**src/rtl/core/rpv_sqrt.sv**
```systemverilog
module rpv_sqrt #(
  parameter int ROOT_W = 31,
  parameter int SIDE_W = 1
) (
  input  logic                  clk,
  input  logic                  rst_n,
  input  logic                  in_valid,
  output logic                  in_ready,
  input  logic [2*ROOT_W-1:0]   in_rad,
  input  logic [SIDE_W-1:0]     in_side,
  output logic                  out_valid,
  input  logic                  out_ready,
  output logic [ROOT_W-1:0]     out_root,
  output logic [SIDE_W-1:0]     out_side
);

  localparam int RAD_W = 2 * ROOT_W;

  logic              v_r    [ROOT_W];
  logic [ROOT_W-1:0] root_r [ROOT_W];
  logic [RAD_W-1:0]  rem_r  [ROOT_W];
  logic [SIDE_W-1:0] side_r [ROOT_W];
  logic              en     [ROOT_W+1];

  assign en[ROOT_W] = out_ready;
  assign in_ready   = en[0];
  assign out_valid  = v_r[ROOT_W-1];
  assign out_root   = root_r[ROOT_W-1];
  assign out_side   = side_r[ROOT_W-1];

  for (genvar k = 0; k < ROOT_W; k++) begin : g_stage
    localparam int B = ROOT_W - 1 - k;
    logic              v_p;
    logic [ROOT_W-1:0] root_p;
    logic [RAD_W-1:0]  rem_p;
    logic [SIDE_W-1:0] side_p;
    logic [RAD_W-1:0]  trial;
    logic              take;

    if (k == 0) begin : g_first
      assign v_p    = in_valid;
      assign root_p = '0;
      assign rem_p  = in_rad;
      assign side_p = in_side;
    end else begin : g_next
      assign v_p    = v_r[k-1];
      assign root_p = root_r[k-1];
      assign rem_p  = rem_r[k-1];
      assign side_p = side_r[k-1];
    end

    assign en[k] = !v_r[k] || en[k+1];
    assign trial = (RAD_W'(root_p) << (B + 1)) | (RAD_W'(1) << (2 * B));
    assign take  = rem_p >= trial;

    always_ff @(posedge clk) begin
      if (!rst_n) begin
        v_r[k] <= 1'b0;
      end else if (en[k]) begin
        v_r[k] <= v_p;
      end
    end

    always_ff @(posedge clk) begin
      if (en[k]) begin
        root_r[k] <= take ? (root_p | (ROOT_W'(1) << B)) : root_p;
        rem_r[k]  <= take ? (rem_p - trial) : rem_p;
        side_r[k] <= side_p;
      end
    end
  end

endmodule

```
**config.mk**
```make
export PLATFORM = sky130hd
export DESIGN_NAME = rpv_sqrt
export DESIGN_NICKNAME = d
export VERILOG_FILES = /design/src/rtl/core/rpv_sqrt.sv
export SDC_FILE = /design/constraint.sdc
export NUM_CORES = 2
export LEC_CHECK = 0
export BUFFER_PORTS_ARGS = -buffer_cell sky130_fd_sc_hd__buf_2
export CAP_MARGIN = 20
export CELL_PAD_IN_SITES_DETAIL_PLACEMENT = 1
export CELL_PAD_IN_SITES_GLOBAL_PLACEMENT = 1
export CORE_MARGIN = 10
export CORE_UTILIZATION = 41
export CTS_CLUSTER_DIAMETER = 40
export DETAILED_ROUTE_END_ITERATION = 7
export PLACE_DENSITY_LB_ADDON = 0.1
export SYNTH_ARGS = -nofsm -noshare
export SYNTH_HDL_FRONTEND = slang
export SYNTH_SLANG_ARGS = --single-unit
```
**constraint.sdc**
```tcl
create_clock -name clk -period 32.8 [get_ports clk]
set_clock_uncertainty 0.05 [all_clocks]
set_input_delay 6.56 -clock clk [delete_from_list [all_inputs] [get_ports clk]]
set_output_delay 6.56 -clock clk [all_outputs]
set_load 0.03 [all_outputs]
```
==> results.py <==
metrics = {
    "outcome": {
        "status": "complete, no violations",
    },
    "logic_synthesis": {
        "synthMuxAreaShare": 0.01036,
        "synth_top_cell_by_area": "edfxtp_1",
        "synth_xor_area_frac": 0.06318,
        "yosys_warnings": 0,
        "synth_area_sq_mm": 0.1151,
        "async_reset_ff_frac": 0,
        "synthesis.nets": 9609,
        "synthAdderAreaFrac": 0.05709,
        "synth_top_area_frac": 0.6308,
        "yosys.area_share.simple": 0.1236,
        "synth_top_family_by_area": "simple AND/OR/NAND/NOR gates",
        "synth_compound_area_frac": 0.08754,
        "seq_area_frac_synth": 0.6310,
        "synth-edff-count": 2417,
        "ys.flop_type": "edfxtp_1",
        "ys_ff_latch": 2418,
        "synth_area_leaders": "edfxtp_1 (63%), ha_1 (5.7%), xnor2_1 (3.5%)",
        "synth_cell_type_count": 94,
        "syn_area_per_cell_sq_um": 12.76,
        "synth_cells": 9017,
    },
    "clock_tree": {
        "cts.sinks": 2418,
        "cts-root-buf": "clkbuf_16",
        "cts-hold-fix-buffers": 0,
        "clock_tree.htree_level_count": 5,
        "cts_buffers": 398,
        "clk_latency_ns": 0.92,
        "cts-resized-gates": 0,
        "clk_path_buf_depth": 4,
        "clk_pin_slew_ns": 0.05,
        "cts_setup_buffers": 0,
        "cts_tree": "built",
    },
    "floorplanning": {
        "ios": 101,
        "core.rowCount": 194,
        "core_sq_mm": 0.2794,
        "die_h_um": 549.8,
        "design.die.area_sq_mm": 0.3022,
        "die_x_um": 549.8,
        "start_util": 0.4118,
    },
    "flow_run": {
        "cap_violations": 0,
    },
    "route": {
        "wl_per_cell_um": 23.82,
        "wirelength_um": 321700,
        "detail-route-antenna-nets": 0,
        "vias": 74971,
        "first_iter_violations": 5977,
        "first_pass_iters": 5,
        "drc": 0,
        "avgViaCountPerCell": 5.551,
    },
    "layout": {
        "nets": 10033,
        "area_growth_pct": 16.93,
        "drive_gt1_frac": 0.1102,
        "layout.area.seq_sq_mm": 0.07260,
        "fin_cells": 13506,
        "multi_input_area_sq_mm": 0.03953,
        "num-fill-cells": 28252,
    },
    "placed_design": {
        "dp_hpwl_um": 244500,
        "pre_cts_slack_ns": 14.19,
        "placed_cells": 12753,
        "port_buffers": 100,
        "gp_congestion": 0.8959,
    },
    "worst_hold_path": {
        "hp-class": "register to register",
        "hold_path_depth": 0,
    },
    "setup_path": {
        "critical_path_required_ns": 26.19,
        "end_kind": "output port",
        "crit_path_max_fanout": 65,
        "start_kind": "input pin",
        "reg2reg_depth": 13,
        "path_class": "input pin to output port",
        "cp_data_arrival_time_ns": 11.93,
        "r2r_slack_ns": 26.72,
    },
    "sta": {
        "hold_violations": 0,
        "worst_slew_pin_slew_ns": 1.133,
        "finalCritPeriodShare": 0.5653,
        "period_needed_ns": 18.54,
        "fin_tns_setup_ns": 0,
        "setup_violations": 0,
        "max_freq_ghz": 0.05393,
        "rsz0062_at_grt": "no",
        "setup_ws_ns": 14.26,
        "slew_headroom": 0.2447,
        "slew_viol_final": 0,
        "hold_slack_ns": 0.3648,
    },
    "grt": {
        "grt_max_degree": 92,
        "grt_pass1_vias": 75738,
        "grt_pass1_wl_um": 484300,
        "antenna_found_initial": 16,
        "grt_usage": 0.2068,
        "overflow": 0,
    },
    "pwr": {
        "power.leakage_nw": 53.99,
        "total_power_mw": 11.60,
        "powerDensity_mw_per_mm2": 86.23,
        "peakVddDrop_mv": 0.05477,
    },
}
## logic make-up (layout without fill, tap and decap cells)
logic type,count (synthesis),after routing
xor gates and xnor gates,830,830
AOI/OAI and AO/OA,1619,1619
and+or+nand+nor,2685,2685
other,0,10
DFF,2418,2418
buffers and inverters,833,1588
adders and majority gates,525,525
muxes,107,107
## area by class of cell
| cell class | count | area share |
|---|---|---|
| timing repair buffer | 187 | 0.009356 |
| antenna | 10 | 0.0001860 |
| tap | 3724 | 0.03463 |
| clock inverter | 295 | 0.02773 |
| sequential | 2418 | 0.5396 |
| inverter | 670 | 0.01877 |
| clock buffer | 436 | 0.07588 |
| multi-input combinational | 5766 | 0.2938 |
## path summary, 6_finish.rpt
path,endpoint,from
worst max register to register,v_r[0][4],v_r[1][14]
worst min register to register,side_r[0][9],side_r[0][8]
worst max-delay path,in_ready,out_ready
worst min-delay path,side_r[0][9],side_r[0][8]
## synth_stat cells, types with 80 or more instances
| library cell | instances |
|---|---|
| nor4_1 | 346 |
| o21ai_0 | 407 |
| nand2b_1 | 107 |
| xor2_1 | 373 |
| ha_1 | 525 |
| mux2_2 | 93 |
| and3_1 | 80 |
| or3_1 | 101 |
| nand4_1 | 157 |
| nand2_1 | 541 |
| nor3_1 | 220 |
| edfxtp_1 | 2417 |
| inv_1 | 667 |
| xnor2_1 | 457 |
| clkbuf_1 | 140 |
| a21oi_1 | 518 |
| o21a_1 | 95 |
| nor2_1 | 559 |
| a21o_1 | 202 |
| nand3_1 | 145 |
## layer usage
layer,part of all wire,global-route usage,vias to the layer above,wire length [um]
li1,-,-,34913,-
met1,0.48,0.3097,37750,155700
met2,0.44,0.3136,1881,140500
met3,0.055,0.03266,421,17630
met4,0.024,0.05267,6,7865
met5,0.000090,0,-,29
## worst max-delay path: stages
cell	delay, ns
buf_2	0.11
and3b_1	0.41
and4_1	0.34
and2_1	0.16
buf_4	0.19
clkinv_2	0.50
nor4_1	0.70
and2_1	0.41
inv_2	0.15
nor2_1	0.32
inv_2	0.26
nor2_1	0.69
and2_1	0.31
nand2_2	0.07
buf_4	0.37
buf_2	0.30
## power by group
group | switching, mW | total, mW | internal, mW | leakage (nW)
Clock | 1.59 | 4.32 | 2.73 | 6.70
Sequential | 0.671 | 4.94 | 4.27 | 24.5
Combinational | 1.36 | 2.34 | 0.978 | 22.8
## metrics by stage
stage	util	area, sq um
after CTS	0.4808	134300
final	0.4816	134500
after floorplan	-	115100
after global routing	0.4815	134500
after detailed placement	0.4309	120400
after global placement	0.4308	120400
## layout by cell type (no fill, tap or decap), types with 220 or more instances in the layout
master     count
a21oi_1      518
clkbuf_16    403
edfxtp_1    2417
ha_1         525
inv_1        652
nand2_1      531
nor2_1       559
nor3_1       220
nor4_1       344
o21ai_0      407
xnor2_1      457
xor2_1       373
## flip-flops by register name, indices dropped and copies added (netlist names)
signal,flops
v_r,31
rem_r,1860
side_r,31
root_r,496
(Power assumes the default switching activity.)
